### src/smmu_queue.sv
// Small synchronous FIFO with push/full and pop/empty sides.
module smmu_queue #(
    parameter type T     = logic,
    parameter int  Depth = 2
) (
    input  logic i_clk,
    input  logic i_rst_n,
    input  logic i_push,
    input  T     i_data,
    output logic o_full,
    input  logic i_pop,
    output T     o_data,
    output logic o_empty
);
    localparam int PtrW = (Depth > 1) ? $clog2(Depth) : 1;
    localparam int CntW = $clog2(Depth + 1);

    T              r_mem [Depth];
    logic [PtrW-1:0] r_wr, r_rd;
    logic [CntW-1:0] r_cnt;
    logic            w_wr, w_rd;

    assign o_full  = (r_cnt == CntW'(Depth));
    assign o_empty = (r_cnt == '0);
    assign w_wr    = i_push && !o_full;
    assign w_rd    = i_pop && !o_empty;
    assign o_data  = r_mem[r_rd];

    always_ff @(posedge i_clk) begin
        if (w_wr) begin
            r_mem[r_wr] <= i_data;
        end
    end

    always_ff @(posedge i_clk) begin
        if (!i_rst_n) begin
            r_wr  <= '0;
            r_rd  <= '0;
            r_cnt <= '0;
        end else begin
            if (w_wr) begin
                r_wr <= (r_wr == PtrW'(Depth - 1)) ? '0 : r_wr + PtrW'(1);
            end
            if (w_rd) begin
                r_rd <= (r_rd == PtrW'(Depth - 1)) ? '0 : r_rd + PtrW'(1);
            end
            if (w_wr && !w_rd) begin
                r_cnt <= r_cnt + CntW'(1);
            end else if (w_rd && !w_wr) begin
                r_cnt <= r_cnt - CntW'(1);
            end
        end
    end
endmodule

### config.mk
export PLATFORM = sky130hd
export DESIGN_NAME = smmu_queue
export DESIGN_NICKNAME = d
export VERILOG_FILES = /design/src/smmu_queue.sv
export SDC_FILE = /design/constraint.sdc
export NUM_CORES = 1
export LEC_CHECK = 0
export BUFFER_PORTS_ARGS = -buffer_cell sky130_fd_sc_hd__buf_2
export CELL_PAD_IN_SITES_DETAIL_PLACEMENT = 1
export CELL_PAD_IN_SITES_GLOBAL_PLACEMENT = 1
export CORE_AREA = 2 2 39 41
export DETAILED_ROUTE_END_ITERATION = 16
export DIE_AREA = 0 0 41 43
export GPL_TIMING_DRIVEN = 0
export PLACE_DENSITY_LB_ADDON = 0.1
export SETUP_SLACK_MARGIN = 0.02
export SLEW_MARGIN = 10
export SYNTH_ARGS = -nofsm -noshare
export SYNTH_HDL_FRONTEND = slang
export SYNTH_SLANG_ARGS = --single-unit
### constraint.sdc
create_clock -name i_clk -period 2.2 [get_ports i_clk]
set_input_delay 0.11 -clock i_clk [delete_from_list [all_inputs] [get_ports i_clk]]
set_output_delay 0.11 -clock i_clk [all_outputs]
set_load 0.05 [all_outputs]
==> summary.md <==
| Metric | Value |
|---|---|
| Register area | 160 um2 |
| Ant diodes | 0 |
| Via-to-Cell Ratio | 4.38 |
| Internal | ~340 uW |
| Critical path required time | 2.39 ns |
| Flop pwr share | between 30 and 40% |
| GRT Total Usage | 9.98% |
| Syn avg cell area | 10.9 um2 |
| Critical-path maximum fanout | 5 |
| Synth Area in Adders | 4.10% |
| Crit Path Class | reg -> reg |
| Synthesized flop and latch total | 7 |
| Initial antenna violation count | 0 |
| Worst relative slew slack | 83.8% |
| Setup crit end kind | flip-flop |
| Final Cycle Share | 71.9% |
| Clock Skew | 0.00254 ns |
| Worst-Margin Slew | 0.242 ns |
| Main combinational cell family by area after synthesis | simple AND/OR/NAND/NOR gates |
| Final Power | between 500 and 600 uW |
| Core Area | 1380 um2 |
| Synth unique cells | 19 |
| Crit Reg-Reg Endpoint | r_cnt[1]$_SDFFE_PN0P_ |
| First-pass GRT wire length | 1.04 mm |
| Vias in the first global route | 262 |
| Routed wire per std cell | about 11 um |
| Final net count | 46 |
| Sink Count | 7 |
| Die width | 41 um |
| Synthesized cell area | 305 um2 |
| Max Clock Freq | 632 MHz |
| Setup Slack @ Placement | 0.620 ns |
| Hold Crit Start | i_data |
| CTS tree | done |
| Overflow left after global routing | 0 |
| Combinational power share | 45.6% |
| Sw Pwr | 252 uW |
| Placer Congestion | roughly 0.77 |
| Max-slew violations | 0 |
| Max layer used | met4 |
| CTS resizes | 0 |
| Clock transition at path regs | 0.06 ns |
| Power per cell area | 1530 nW/um2 |
| Multiplexer share of the synthesized area | 3.69% |
| Pin count of the biggest net entering global routing | 6 |
| Post-CTS Setup Inserts | 0 |
| DRT iter0 DRCs | 1 |
| I/O Buffers | 7 |
| Post-Synth XOR/XNOR Area | 8.61% |
| Clk pwr share | 20.4% |
| R2R depth | 6 |
| Area of the die | 1760 um2 |
| Via count | 241 |
| Post-Syn Nets | 34 |
| Drt first pass iters | 4 |
| Multi-input logic area | 138 um2 |
| Worst VDD drop | 0.000326 V |
| DRT met1 WL | 205 um |
| Initial core utilization | about 22% |
| CTS buffer count | 3 |
| Unrepaired setup endpoints after global routing | false |
| Setup TNS | 0 ns |
| Worst hold path class | in -> reg |
| Met2 wire len | between 300 and 400 um |
| Data arrival, critical path | 1.77 ns |
| Minimum clock period after layout | 1.58 ns |
| Max Cap Violations | 0 |
| Post-Synthesis Cells | 28 |
| Critical R2R Launch | r_cnt[0]$_SDFFE_PN0P_ |
| CP endpoint | r_cnt[1]$_SDFFE_PN0P_ |
| Critical path origin | r_cnt[0]$_SDFFE_PN0P_ |
| Post-CTS Hold Buffers | 0 |
| Yosys warning count | 0 |
| Clk_lat worst skew | 0.26 ns |
| Final Hold Viols | 0 |
| Share of cells above drive strength 1 | 33.3% |
| Drc violations | 0 |
| Detailed Route WL | between 500 and 600 um |
| Final setup viols | 0 |
| Post-synthesis sequential area ratio | between 50% and 60% |
| Final Worst Setup Slack | 0.619 ns |
| Root Driver | clkbuf_4 |
| Die span in y | 43 um |
| Area Growth Syn to Fin | 26.6% |
| Fillers | 167 |
| Sw frac | 42.5% |
| Run status | finished clean |
| Antenna Violating Nets Remaining | 0 |
| Compound-cell area share of the yosys netlist | 10.7% |
| CTS max path bufs | 2 |
| Lkg Pwr | 0.000168 uW |
| # IOs | 8 |
| R2r setup slk | 0.62 ns |
| # H-tree levels | 1 |
| Met3 routed WL | 27 um |
| Std cell rows | 14 |
| Critical Path Start Type | flip-flop |
| Simple-Gate Fraction of Synth Area | 18.0% |
[Yosys cell counts]
| cell | instances | area, um2 |
|---|---|---|
| a21boi_0 | 1 | 7.51 |
| a21boi_1 | 1 | 7.51 |
| and2_1 | 3 | 18.8 |
| and3_1 | 1 | 6.26 |
| dfxtp_1 | 5 | 100 |
| edfxtp_1 | 2 | 60.1 |
| ha_1 | 1 | 12.5 |
| inv_1 | 1 | 3.75 |
| inv_2 | 1 | 3.75 |
| mux2_2 | 1 | 11.3 |
| nand2b_1 | 1 | 6.26 |
| nor2_1 | 2 | 7.51 |
| nor3_2 | 1 | 10.0 |
| o21a_1 | 1 | 7.51 |
| o21ai_0 | 1 | 5.00 |
| o21ai_1 | 1 | 5.00 |
| or3_1 | 1 | 6.26 |
| xnor2_1 | 2 | 17.5 |
| xor2_1 | 1 | 8.76 |
[layout by cell type, fill, tap and decap left out]
master,n
o21ai_1,1
nor3_2,1
a21boi_0,1
and3_1,1
edfxtp_1,2
and2_1,3
ha_1,1
xnor2_1,2
or3_1,1
a21boi_1,1
xor2_1,1
o21ai_0,1
mux2_2,1
clkbuf_1,1
inv_1,1
o21a_1,1
clkbuf_4,3
dfxtp_1,5
inv_2,1
nand2b_1,1
buf_2,7
nor2_1,2
[final cells by class]
type	count	share of cell area (%)
Clock buffer	4	6.80
Sequential cell	7	41.4
Inverter	2	1.94
Timing Repair Buffer	7	9.06
Tap cell	16	5.18
Multi-Input combinational cell	19	35.6
[per-layer routing]
| metal | GRT usage [%] | vias to the layer above |
|---|---|---|
| li1 | - | 118 |
| met1 | 8.47 | 114 |
| met2 | 15.3 | 6 |
| met3 | 3.14 | 3 |
| met4 | 12.0 | 0 |
| met5 | 0 | - |
[worst max-delay path, stage by stage (launching register included)]
cell and delay [ns]:
dfxtp_1 0.41, nand2b_1 0.19, inv_2 0.06, nor2_1 0.09, ha_1 0.26, or3_1 0.36
a21boi_1 0.14
[power by group through the flow]
stage	Combinational, uW	Sequential [uW]	Clock [uW]
finish	270	201	121
global route	297	206	140
CTS	276	202	130
detailed placement	274	204	0
global placement	264	203	0
floorplan	222	198	0
[kinds of logic after synthesis]
group	count (synthesis)
xor gates and xnor gates	3
and+or+nand+nor	9
buffers and inverters	2
DFF	7
AOI/OAI and AO/OA	5
muxes	1
adders and majority gates	1
[stage by stage]
stage / instances / utilization (%) / area (um2) / hold WS (ns)
after floorplan: 28 / - / 305 / 0.209
after global placement: 51 / 26.0 / 360 / 0.299
after detailed placement: 51 / 26.0 / 360 / 0.315
after CTS: 55 / 27.9 / 387 / 0.0415
after global routing: 55 / 27.9 / 387 / 0.0347
final: 55 / 27.9 / 387 / 0.0490
[worst min path at each step]
| stage | depth (start not counted) | end | slack [ns] |
|---|---|---|---|
| 3_3_place_gp | 1 | r_mem[0]$_DFFE_PP_ | 0.30 |
| 2_1_floorplan | 0 | r_mem[0]$_DFFE_PP_ | 0.21 |
| 5_1_grt | 1 | r_mem[1]$_DFFE_PP_ | 0.03 |
| 3_5_place_dp | 1 | r_mem[1]$_DFFE_PP_ | 0.32 |
| 4_1_cts | 1 | r_mem[0]$_DFFE_PP_ | 0.04 |
| 6_report | 1 | r_mem[1]$_DFFE_PP_ | 0.05 |
Note: power is estimated with default switching activity, not from simulation.
