`src/smmu_pkg.sv`:
```
// Shared types, constants and inversion chain tables of the scalar Montgomery unit.
package smmu_pkg;

    localparam int OPER_W      = 256;
    localparam int QUEUE_DEPTH = 2;
    localparam int MEM_DEPTH   = 10;
    localparam int SLOT_W      = $clog2(MEM_DEPTH);
    localparam int CHAIN_STEPS = 27;
    localparam int PRE_OPS     = 9;

    localparam logic [OPER_W-1:0] ORDER_L = {
        64'h1000000000000000, 64'h0000000000000000,
        64'h14DEF9DEA2F79CD6, 64'h5812631A5CF5D3ED};
    localparam logic [OPER_W-1:0] R2_MOD_L = {
        64'h0399411B7C309A3D, 64'hCEEC73D217F5BE65,
        64'hD00E1BA768859347, 64'hA40611E3449C0F01};

    localparam logic [2:0] CMD_MUL  = 3'd0;
    localparam logic [2:0] CMD_SQR  = 3'd1;
    localparam logic [2:0] CMD_TO   = 3'd2;
    localparam logic [2:0] CMD_FROM = 3'd3;
    localparam logic [2:0] CMD_INV  = 3'd4;

    // Register file slots: 0..6 odd powers, then x^2, x^4 and the accumulator.
    localparam logic [SLOT_W-1:0] SLOT_P0  = SLOT_W'(0);
    localparam logic [SLOT_W-1:0] SLOT_X2  = SLOT_W'(7);
    localparam logic [SLOT_W-1:0] SLOT_X4  = SLOT_W'(8);
    localparam logic [SLOT_W-1:0] SLOT_ACC = SLOT_W'(9);

    typedef enum logic [1:0] {K_MUL, K_INV, K_ZERO} t_kind;

    typedef struct packed {
        t_kind             kind;
        logic [OPER_W-1:0] a;
        logic [OPER_W-1:0] b;
    } t_job;

    typedef struct packed {
        logic [SLOT_W-1:0] dst;
        logic [SLOT_W-1:0] sa;
        logic [SLOT_W-1:0] sb;
    } t_op;

    typedef enum logic [2:0] {M_IDLE, M_PREP, M_LOOP, M_FIN, M_DONE} t_mstate;
    typedef enum logic [2:0] {S_IDLE, S_FETCH, S_READ, S_RUN, S_DONE} t_bstate;

    function automatic t_op pre_op(input logic [3:0] idx);
        t_op op;
        case (idx)
            4'd0:    op = '{SLOT_X2, SLOT_P0, SLOT_P0};
            4'd1:    op = '{SLOT_X4, SLOT_X2, SLOT_X2};
            4'd2:    op = '{SLOT_W'(1), SLOT_X2, SLOT_P0};
            4'd3:    op = '{SLOT_W'(2), SLOT_X2, SLOT_W'(1)};
            4'd4:    op = '{SLOT_W'(3), SLOT_X2, SLOT_W'(2)};
            4'd5:    op = '{SLOT_W'(4), SLOT_X2, SLOT_W'(3)};
            4'd6:    op = '{SLOT_W'(5), SLOT_X2, SLOT_W'(4)};
            4'd7:    op = '{SLOT_W'(6), SLOT_X4, SLOT_W'(5)};
            4'd8:    op = '{SLOT_ACC, SLOT_P0, SLOT_W'(6)};
            default: op = '{SLOT_ACC, SLOT_ACC, SLOT_ACC};
        endcase
        return op;
    endfunction

    function automatic logic [6:0] chain_sqr(input logic [4:0] s);
        logic [6:0] n;
        case (s)
            5'd0:  n = 7'd126; 5'd1:  n = 7'd4;  5'd2:  n = 7'd5;  5'd3:  n = 7'd5;
            5'd4:  n = 7'd4;   5'd5:  n = 7'd2;  5'd6:  n = 7'd5;  5'd7:  n = 7'd4;
            5'd8:  n = 7'd6;   5'd9:  n = 7'd3;  5'd10: n = 7'd5;  5'd11: n = 7'd5;
            5'd12: n = 7'd4;   5'd13: n = 7'd5;  5'd14: n = 7'd6;  5'd15: n = 7'd10;
            5'd16: n = 7'd4;   5'd17: n = 7'd5;  5'd18: n = 7'd5;  5'd19: n = 7'd5;
            5'd20: n = 7'd4;   5'd21: n = 7'd6;  5'd22: n = 7'd5;  5'd23: n = 7'd3;
            5'd24: n = 7'd6;   5'd25: n = 7'd3;  5'd26: n = 7'd3;
            default: n = 7'd0;
        endcase
        return n;
    endfunction

    function automatic logic [SLOT_W-1:0] chain_mul(input logic [4:0] s);
        logic [2:0] m;
        case (s)
            5'd0:  m = 3'd2; 5'd1:  m = 3'd1; 5'd2:  m = 3'd6; 5'd3:  m = 3'd6;
            5'd4:  m = 3'd4; 5'd5:  m = 3'd1; 5'd6:  m = 3'd6; 5'd7:  m = 3'd2;
            5'd8:  m = 3'd2; 5'd9:  m = 3'd3; 5'd10: m = 3'd6; 5'd11: m = 3'd3;
            5'd12: m = 3'd1; 5'd13: m = 3'd5; 5'd14: m = 3'd5; 5'd15: m = 3'd4;
            5'd16: m = 3'd1; 5'd17: m = 3'd1; 5'd18: m = 3'd1; 5'd19: m = 3'd4;
            5'd20: m = 3'd3; 5'd21: m = 3'd6; 5'd22: m = 3'd5; 5'd23: m = 3'd2;
            5'd24: m = 3'd6; 5'd25: m = 3'd2; 5'd26: m = 3'd1;
            default: m = 3'd0;
        endcase
        return SLOT_W'(m);
    endfunction

endpackage

```
`src/smmu_front.sv`:
```
// Command decode: turn an input item into a multiply, invert or zero job.
module smmu_front (
    input  logic [2:0]              i_command,
    input  logic [smmu_pkg::OPER_W-1:0] i_a,
    input  logic [smmu_pkg::OPER_W-1:0] i_b,
    output smmu_pkg::t_job          o_job
);
    import smmu_pkg::*;

    always_comb begin
        o_job.a    = i_a;
        o_job.b    = i_b;
        o_job.kind = K_MUL;
        case (i_command)
            CMD_MUL:  o_job.b = i_b;
            CMD_SQR:  o_job.b = i_a;
            CMD_TO:   o_job.b = R2_MOD_L;
            CMD_FROM: o_job.b = OPER_W'(1);
            CMD_INV:  o_job.kind = K_INV;
            default:  o_job.kind = K_ZERO;
        endcase
    end
endmodule

```
`config.mk`:
```
export PLATFORM = sky130hd
export DESIGN_NAME = smmu_front
export DESIGN_NICKNAME = d
export VERILOG_FILES = /design/src/smmu_pkg.sv /design/src/smmu_front.sv
export SDC_FILE = /design/constraint.sdc
export NUM_CORES = 1
export LEC_CHECK = 0
export CORE_AREA = 2 2 397 399
export DETAILED_ROUTE_END_ITERATION = 16
export DIE_AREA = 0 0 399 401
export DONT_BUFFER_PORTS = 1
export PLACE_DENSITY_LB_ADDON = 0.25
export SYNTH_ARGS = -nofsm -noshare
export SYNTH_HDL_FRONTEND = slang
export SYNTH_SLANG_ARGS = --single-unit
export TNS_END_PERCENT = 50
```
`constraint.sdc`:
```
create_clock -name vclk -period 1.3
set_input_delay 0.13 -clock vclk [all_inputs]
set_output_delay 0.13 -clock vclk [all_outputs]
set_load 0.01 [all_outputs]
```
==> results of run 1 <==
[per-layer routing]
layer,vias up,global-route usage (%)
met3,397,13.5
met5,-,0
met4,194,1.83
met1,4424,11.1
met2,908,22.3
li1,3504,-
[kinds of logic after synthesis]
logic type / share of synthesized area, %
AO/OA/AOI/OAI: 38.7
buffers and inverters: 38.5
AND/OR/NAND/NOR: 22.8
[power by group through the flow]
stage               registers (mW)  clock network (mW)  logic [mW]
floorplan                        0                   0        2.96
global placement                 0                   0        3.48
detailed placement               0                   0        3.48
CTS                              0                   0        4.01
global route                     0         0.000000851        5.07
finish                           0          0.00000652        4.84
[what timing repair did]
| action | CTS | global route |
|---|---|---|
| setup buffers | 7 | 28 |
| hold buffers | 0 | 0 |
| resized for setup | 138 | 200 |
| cloned | 5 | 10 |
| pin swaps | 19 | 50 |
| hold endpoints to repair | 0 | 0 |
| setup endpoints to repair | 118 | 221 |
[area by class of cell]
| type | instances | area, sq um | share of cell area, % |
|---|---|---|---|
| multi-input cells | 657 | 7000 | 53.6 |
| well taps | 2058 | 2570 | 19.7 |
| diodes | 61 | 153 | 1.17 |
| repair buffers | 244 | 2820 | 21.6 |
| inverters | 138 | 518 | 3.96 |
[worst max-delay path by stage]
stage	end	slack [ps]	cells after the start
3_5_place_dp	o_job[170]	-270	4
4_1_cts	o_job[243]	-170	4
6_report	o_job[26]	-390	6
3_3_place_gp	o_job[170]	-250	4
2_1_floorplan	o_job[129]	130	5
5_1_grt	o_job[26]	-240	6
[cell usage after synthesis (all sizes together)]
library cell	instances	area share [%]
nand2b	119	9.4
or2	2	0.19
nor2b	1	0.079
o21ba	1	0.20
inv	138	6.5
clkbuf	37	1.7
nor2	1	0.047
buf	320	30
o221ai	137	24
nand2	274	13
a2bb2oi	118	15
o221a	1	0.14
and2	1	0.079
or3	1	0.079
[per-stage QoR]
step | instances | utilization, % | power [mW] | area [sq um]
final | 3158 | 8.40 | 4.84 | 13100
after global routing | 3105 | 8.31 | 5.07 | 12900
after CTS | 3060 | 7.05 | 4.01 | 11000
after detailed placement | 3048 | 6.28 | 3.48 | 9780
after global placement | 3048 | 6.28 | 3.48 | 9780
after floorplan | 1151 | - | 2.96 | 7940
[placed cells by master (no fill, tap or decap), drive strengths merged]
| cell | n |
|---|---|
| o21ba | 1 |
| buf | 234 |
| a2bb2oi | 118 |
| diode | 61 |
| and2 | 1 |
| nand2 | 274 |
| nand2b | 119 |
| or2 | 3 |
| o221a | 1 |
| inv | 138 |
| clkbuf | 10 |
| nor2 | 1 |
| or3 | 1 |
| nor2b | 1 |
| o221ai | 137 |
==> summary.md, run 1 <==
| Metric | Value |
|---|---|
| Status | finished, violations left |
| Failing checks | setup timing |
| Worst-case setup margin in the final layout | -388 ps |
| Yosys Warn Count | 0 |
| Max-Cap Viols | 0 |
| Worst Tran Pin Value | 462 ps |
| Most used cell, CP | buf_4 |
| WL final | 117000 microns |
| CP top delay family | compound AO/OA/AOI/OAI gates |
| Hold Crit Depth | 0 |
| Final HPWL DP | 103000 microns |
| Hold EP | o_job[454] |
| CP Launch Type | input port |
| HP Start | i_a[198] |
| Worst path max stage delay | 460 ps |
| Buf/Inv on CP | 4 |
| # DRC | 0 |
| Sequential Power Share | 0% |
| Unrepaired setup endpoints after global routing | true |
| Pre-CTS WS | -267 ps |
| Met1 wire length | 33100 microns |
| Post-DR vias/cell | 2.99 |
| Vias | 9427 |
| Initial Util | 5.10% |
| Met2 WL | 54600 microns |
| Switching pwr | 2.48 mW |
| Pin count of the biggest net entering global routing | 144 |
| WL/cell | 36.9 microns |
| Cell area after synthesis | 7940 sq um |
| Initial antenna violation count | 177 |
| Cell Chain, Critical Path | o21ba_4 > buf_4 > buf_12 > buf_8 > a2bb2oi_2 > buf_4 |
| GRT Util Overall | 13.3% |
| Top Layer Used | met5 |
| Die H | 401 microns |
| DR WL met3 | 24300 microns |
| Critical path fanouts, max | 143 |
| Die area | 160000 sq um |
| Post-Syn Instances | 1151 |
| Gpl congestion | 0.953 |
| Critical Path Slowest Stage Cell | o21ba_4 |
| Filler Cell Count | 18272 |
| Layout net count | 1556 |
| ANT nets after route | 0 |
| Vias in the first global route | 7890 |
| First-pass GRT wire length | 131000 microns |
| Final Critical Period | 1690 ps |
| Standard cell core area | 156000 sq um |
| Buffers on Ports | 0 |
| Critical Path Source | i_command[2] |
| Synth cell types | 20 |
| Rows | 145 |
| Mapped Avg Cell Area | 6.90 sq um |
| F_max | 592 MHz |
| Setup Crit Path Kind | input port to primary output |
| Worst EP required | 1170 ps |
| Max_slew headroom | 69.2% |
| Die X | 399 microns |
| Endpoints failing setup | 258 |
| Internal cell power | 2.37 mW |
| Layout cells sized above 1 | 47.2% |
| Net Sw Frac | 51.1% |
| Final-report hold violation count | 0 |
| Worst Setup End Kind | primary output |
| Global route total overflow | 0 |
| PwrDens | 371 nW/um^2 |
| Logic pwr share | 100.0% |
| Net Count, Synth | 1666 |
| Register Area | 0 sq um |
| Final worst path period share | 130% |
| Area Overhead vs Synth | 64.6% |
| Hold Path Class | input port to primary output |
| Iteration-0 DRC Markers | 667 |
| Register area share after synthesis | 0% |
| Pins Over Slew Limit | 0 |
| WHS | 260 ps |
| # clk buffers | 0 |
| Maximum VDD drop | 102 uV |
| Seq cells | 0 |
| Crit path DAT | 1560 ps |
| Drt pass-1 iters | 5 |
| I/O pin count | 1029 |
| P_leak | 4.25 nW |
| Clk pwr share | 0% |
| Setup TNS | -57020 ps |
Power figures use the tool's default switching activity.
==> run 2, diff against run 1 <==
Settings changed: PLACE_DENSITY from default to 0.3, PLACE_DENSITY_LB_ADDON 0.25 to default.
==> summary.md, run 2 (synthesis results as in run 1) <==
| Metric | Value |
|---|---|
| Hold Path Class | input port to primary output (unchanged) |
| Critical path fanouts, max | 142 (was 143) |
| # hold bufs at CTS | 0 (unchanged) |
| Area Overhead vs Synth | 36.8% (was 64.6%) |
| PwrDens | 349 nW/um^2 (was 371 nW/um^2) |
| WL/cell | 36.1 microns (was 36.9 microns) |
| Setup TNS | -52620 ps (was -57020 ps) |
| Post-DR vias/cell | 2.96 (was 2.99) |
| Vias | 9125 (was 9427) |
| GRT Util Overall | 13.0% (was 13.3%) |
| ANT nets after route | 0 (unchanged) |
| Most frequent cells in the layout | 274 x nand2_1, 138 x inv_1, 127 x buf_4 (was 274 x nand2_1, 138 x inv_1, 132 x buf_4) |
| Worst EP required | 1170 ps (about the same) |
| Failing checks | setup timing (unchanged) |
| Seq cells | 0 (unchanged) |
| Rows | 145 (unchanged) |
| Vias in the first global route | 7538 (was 7890) |
| Global route total overflow | 0 (unchanged) |
| HP Start | i_a[234] (was i_a[198]) |
| Worst path max stage delay | 510 ps (was 460 ps) |
| Gpl congestion | 0.939 (was 0.953) |
| Worst Tran Pin Value | 579 ps (was 462 ps) |
| Crit path DAT | 1620 ps (was 1560 ps) |
| Final Critical Period | 1750 ps (was 1690 ps) |
| DR WL met3 | 24100 microns (was 24300 microns) |
| Initial Util | 5.10% (unchanged) |
| Iteration-0 DRC Markers | 868 (was 667) |
| Most common cell after layout, fill and taps aside | nand2_1 (unchanged) |
| Register Area | 0 sq um (unchanged) |
| P_leak | 3.47 nW (was 4.25 nW) |
| Setup Crit Path Kind | input port to primary output (unchanged) |
| # placed instances | 3018 (was 3048) |
| Met1 wire length | 31000 microns (was 33100 microns) |
| Drt pass-1 iters | 5 (unchanged) |
| Die X | 399 microns (unchanged) |
| Max-Cap Viols | 0 (unchanged) |
| Pin count of the biggest net entering global routing | 143 (was 144) |
| Final worst path period share | 134% (was 130%) |
| Die H | 401 microns (unchanged) |
| Final-report hold violation count | 0 (unchanged) |
| Met2 WL | 52300 microns (was 54600 microns) |
| Status | finished, violations left (unchanged) |
| PnR Total Power | 3.79 mW (was 4.84 mW) |
| Endpoints failing setup | 163 (was 258) |
| WL final | 111000 microns (was 117000 microns) |
| Dpl cell area | 9530 sq um (was 9780 sq um) |
| Top Layer Used | met5 (unchanged) |
| Final non-filler cell area | 10900 sq um (was 13100 sq um) |
| Maximum VDD drop | 99.3 uV (was 102 uV) |
| First-pass GRT wire length | 128000 microns (was 131000 microns) |
| Final HPWL DP | 102000 microns (was 103000 microns) |
| I/O pin count | 1029 (unchanged) |
| Standard cell core area | 156000 sq um (unchanged) |
| Fin cells | 3082 (was 3158) |
| Buffers on Ports | 0 (unchanged) |
| Unrepaired setup endpoints after global routing | true (unchanged) |
| CP endpoint | o_job[46] (was o_job[26]) |
| F_max | 573 MHz (was 592 MHz) |
| Final Core Density | 6.98% (was 8.40%) |
| CP Launch Type | input port (unchanged) |
| Critical Path Source | i_command[0] (was i_command[2]) |
| Die area | 160000 sq um (unchanged) |
| # DRC | 0 (unchanged) |
| Layout net count | 1481 (was 1556) |
| Initial antenna violation count | 197 (was 177) |
| # clk buffers | 0 (unchanged) |
| Cell Chain, Critical Path | or2_4 > buf_12 > clkbuf_16 > o221ai_4 (was o21ba_4 > buf_4 > buf_12 > buf_8 > a2bb2oi_2 > buf_4) |
| Pins Over Slew Limit | 0 (unchanged) |
| Critical Path Slowest Stage Cell | or2_4 (was o21ba_4) |
| Worst Setup End Kind | primary output (unchanged) |
| Layout cells sized above 1 | 36.5% (was 47.2%) |
| Worst-case setup margin in the final layout | -445 ps (was -388 ps) |
| Max_slew headroom | 61.4% (was 69.2%) |
## run 2: worst min path at each step
stage | cells after the start | endpoint | slack, ps
after floorplan | 1 | o_job[256] | 350
after global placement | 0 | o_job[490] | 260
after detailed placement | 0 | o_job[371] | 260
after CTS | 0 | o_job[485] | 260
after global routing | 0 | o_job[490] | 260
final | 0 | o_job[490] | 260
## run 2: worst max-delay path: cells and delay by family
family | cells | cell delay (ps)
buffers and inverters | 2 | 420
AO/OA/AOI/OAI | 1 | 210
AND/OR/NAND/NOR | 1 | 510
## run 2: layout make-up
class                      count  area (sq um)
fill                       18421        145000
antenna                       60           150
multi-input combinational    656          5920
inverter                     138           518
tap                         2058          2570
timing repair buffer         170          1700
## run 2: per-stage QoR
stage | hold slack, ps | setup WS (ps)
5_1_grt | 260 | -340
3_3_place_gp | 260 | -328
3_5_place_dp | 260 | -312
6_report | 260 | -445
2_1_floorplan | 352 | 126
4_1_cts | 260 | -134
## run 2: layer usage
layer | track usage, % | vias to the layer above
met3 | 13.6 | 433
li1 | - | 3340
met2 | 21.8 | 961
met4 | 1.97 | 210
met1 | 10.7 | 4181
met5 | 0 | -
## run 2: power by group
group	internal [mW]	switching, mW
Sequential	0	0
Combinational	1.69	2.10
Clock	0.00000649	0
## run 2: what timing repair did
item	4_1_cts	5_1_grt
gates resized for setup	59	72
setup buffers	1	1
pin swaps	2	4
endpoints found under the hold margin	0	0
endpoints found under the setup margin	123	203
cloned	0	2
==> run 3, diff against run 2 <==
Settings changed: CAP_MARGIN from default to 30.
Clock period 1.3 ns to 1.65 ns, I/O delays scaled along.
==> summary.md, run 3 (synthesis results as in run 1) <==
| Metric | Value |
|---|---|
| Setup Crit Path Kind | input port to primary output (unchanged) |
| Net Sw Frac | 58.8% (was 55.4%) |
| Layout net count | 1430 (was 1481) |
| Rows | 145 (unchanged) |
| Worst EP required | 1480 ps (was 1170 ps) |
| F_max | 586 MHz |
| Gpl congestion | 0.929 (was 0.939) |
| Final non-filler cell area | 9280 sq um (was 10900 sq um) |
| Die area | 160000 sq um (unchanged) |
| Layout cells sized above 1 | 28.0% (was 36.5%) |
| Hold Crit Depth | 0 (unchanged) |
| P_leak | 3.03 nW (was 3.47 nW) |
| Critical path fanouts, max | 142 (unchanged) |
| Hold EP | o_job[485] (was o_job[490]) |
| Cell Chain, Critical Path | nor2b_4 > buf_12 > buf_12 > a2bb2oi_2 > buf_4 (was or2_4 > buf_12 > clkbuf_16 > o221ai_4) |
| Iteration-0 DRC Markers | 799 (was 868) |
| GRT Util Overall | 13.1% (was 13.0%) |
| Filler Cell Count | 18549 (was 18421) |
| I/O pin count | 1029 (unchanged) |
| PwrDens | 262 nW/um^2 (was 349 nW/um^2) |
| Most common cell after layout, fill and taps aside | nand2_1 (unchanged) |
| Die H | 401 microns (unchanged) |
| Worst Tran Pin Value | 532 ps (was 579 ps) |
| Clk pwr share | 0% (about the same) |
| Initial antenna violation count | 210 (was 197) |
| # DRC | 0 (unchanged) |
| Unrepaired setup endpoints after global routing | false (was true) |
| Sequential Power Share | 0% (about the same) |
| Die X | 399 microns (unchanged) |
| Vias | 8825 (was 9125) |
| Crit path DAT | 1540 ps (was 1620 ps) |
| Vias in the first global route | 7315 (was 7538) |
| Pin count of the biggest net entering global routing | 143 (unchanged) |
| Register Area | 0 sq um (unchanged) |
| Buffers on Ports | 0 (unchanged) |
| Final-report hold violation count | 0 (unchanged) |
| Dpl cell area | 9070 sq um (was 9530 sq um) |
| Drt pass-1 iters | 5 (unchanged) |
| Maximum VDD drop | 77.5 uV (was 99.3 uV) |
| CP Launch Type | input port (unchanged) |
| WL/cell | 36.8 microns (was 36.1 microns) |
| Hold Path Class | input port to primary output (unchanged) |
| Internal cell power | 1.00 mW (was 1.69 mW) |
| WL final | 112000 microns (was 111000 microns) |
| # hold bufs at CTS | 0 (unchanged) |
| Failing checks | setup timing (unchanged) |
| Pins Over Slew Limit | 0 (unchanged) |
| # clk buffers | 0 (unchanged) |
| Initial Util | 5.10% (unchanged) |
| Final Critical Period | 1710 ps |
| Status | finished, violations left (unchanged) |
| Max_slew headroom | 64.4% (was 61.4%) |
| Most frequent cells in the layout | 274 x nand2_1, 138 x inv_1, 119 x nand2b_1 (was 274 x nand2_1, 138 x inv_1, 127 x buf_4) |
| Worst-case setup margin in the final layout | -55.2 ps (was -445 ps) |
| Max-Cap Viols | 0 (unchanged) |
| HP Start | i_a[229] (was i_a[234]) |
| First-pass GRT wire length | 128000 microns (about the same) |
| ANT nets after route | 0 (unchanged) |
| Worst path max stage delay | 330 ps (was 510 ps) |
| Seq cells | 0 (unchanged) |
| Logic pwr share | 100.0% (about the same) |
| Standard cell core area | 156000 sq um (unchanged) |
| Endpoints failing setup | 2 (was 163) |
| Most used cell, CP | buf_12 |
| Final HPWL DP | 102000 microns (about the same) |
| Area Overhead vs Synth | 16.9% (was 36.8%) |
| Post-DR vias/cell | 2.90 (was 2.96) |
| Setup TNS | -99.4 ps (was -52620 ps) |
| Global route total overflow | 0 (unchanged) |
| Switching pwr | 1.43 mW (was 2.10 mW) |
| Final worst path period share | 103% |
| Critical Path Slowest Stage Cell | nor2b_4 (was or2_4) |
| Worst Setup End Kind | primary output (unchanged) |
==> run 3: cell count changes in the layout (fill, tap and decap cells not counted), sizes merged <==
cell	change
buf	-50
diode	+7
clkbuf	-1
==> run 3: worst max-delay path by stage <==
stage,from,end
final,i_command[2],o_job[178]
after CTS,i_command[2],o_job[174]
after global routing,i_command[2],o_job[124]
after global placement,i_command[2],o_job[178]
after detailed placement,i_command[2],o_job[178]
after floorplan,i_command[2],o_job[129]
==> run 3: cell type report <==
class,count,area (sq um),share of cell area [%]
antenna,67,168,1.81
inverter,138,518,5.58
multi-input combinational,656,4910,52.9
tap,2058,2570,27.7
timing repair buffer,119,1110,12.0
==> run 3: repair_timing <==
item,CTS,global route
endpoints found under the hold margin,0,0
pin swaps,0,0
cloned,0,1
resized for setup,2,1
buffers inserted,0,1
endpoints found under the setup margin,2,1
==> run 3: power by group through the flow <==
stage | clock [mW] | combinational [mW] | sequential, mW
finish | 0.00000564 | 2.43 | 0
global route | 0.00000124 | 2.58 | 0
CTS | 0 | 2.48 | 0
detailed placement | 0 | 2.47 | 0
global placement | 0 | 2.46 | 0
floorplan | 0 | 2.33 | 0
==> run 3: layer usage <==
metal  part of all wire, %  global-route usage, %
met1                    28                   11.1
met5                   1.2                      0
met4                   3.1                   2.20
met2                    46                   21.7
met3                    21                   13.0
==> run 3: stage by stage <==
step                instances  hold slack (ps)  setup slack [ps]  power (mW)  util (%)
CTS                      2969              330               102        2.48      5.83
detailed placement       2969              330             -28.4        2.47      5.82
finish                   3038              330             -55.2        2.43      5.96
floorplan                1151              422               406        2.33         -
global placement         2969              330             -68.8        2.46      5.82
global route             2986              330              26.5        2.58      5.88
==> run 3: critical path, delay by kind of cell <==
| family | cells | cell delay, ps |
|---|---|---|
| and+or+nand+nor | 1 | 330 |
| AOI/OAI and AO/OA | 1 | 120 |
| buffers and inverters | 3 | 590 |
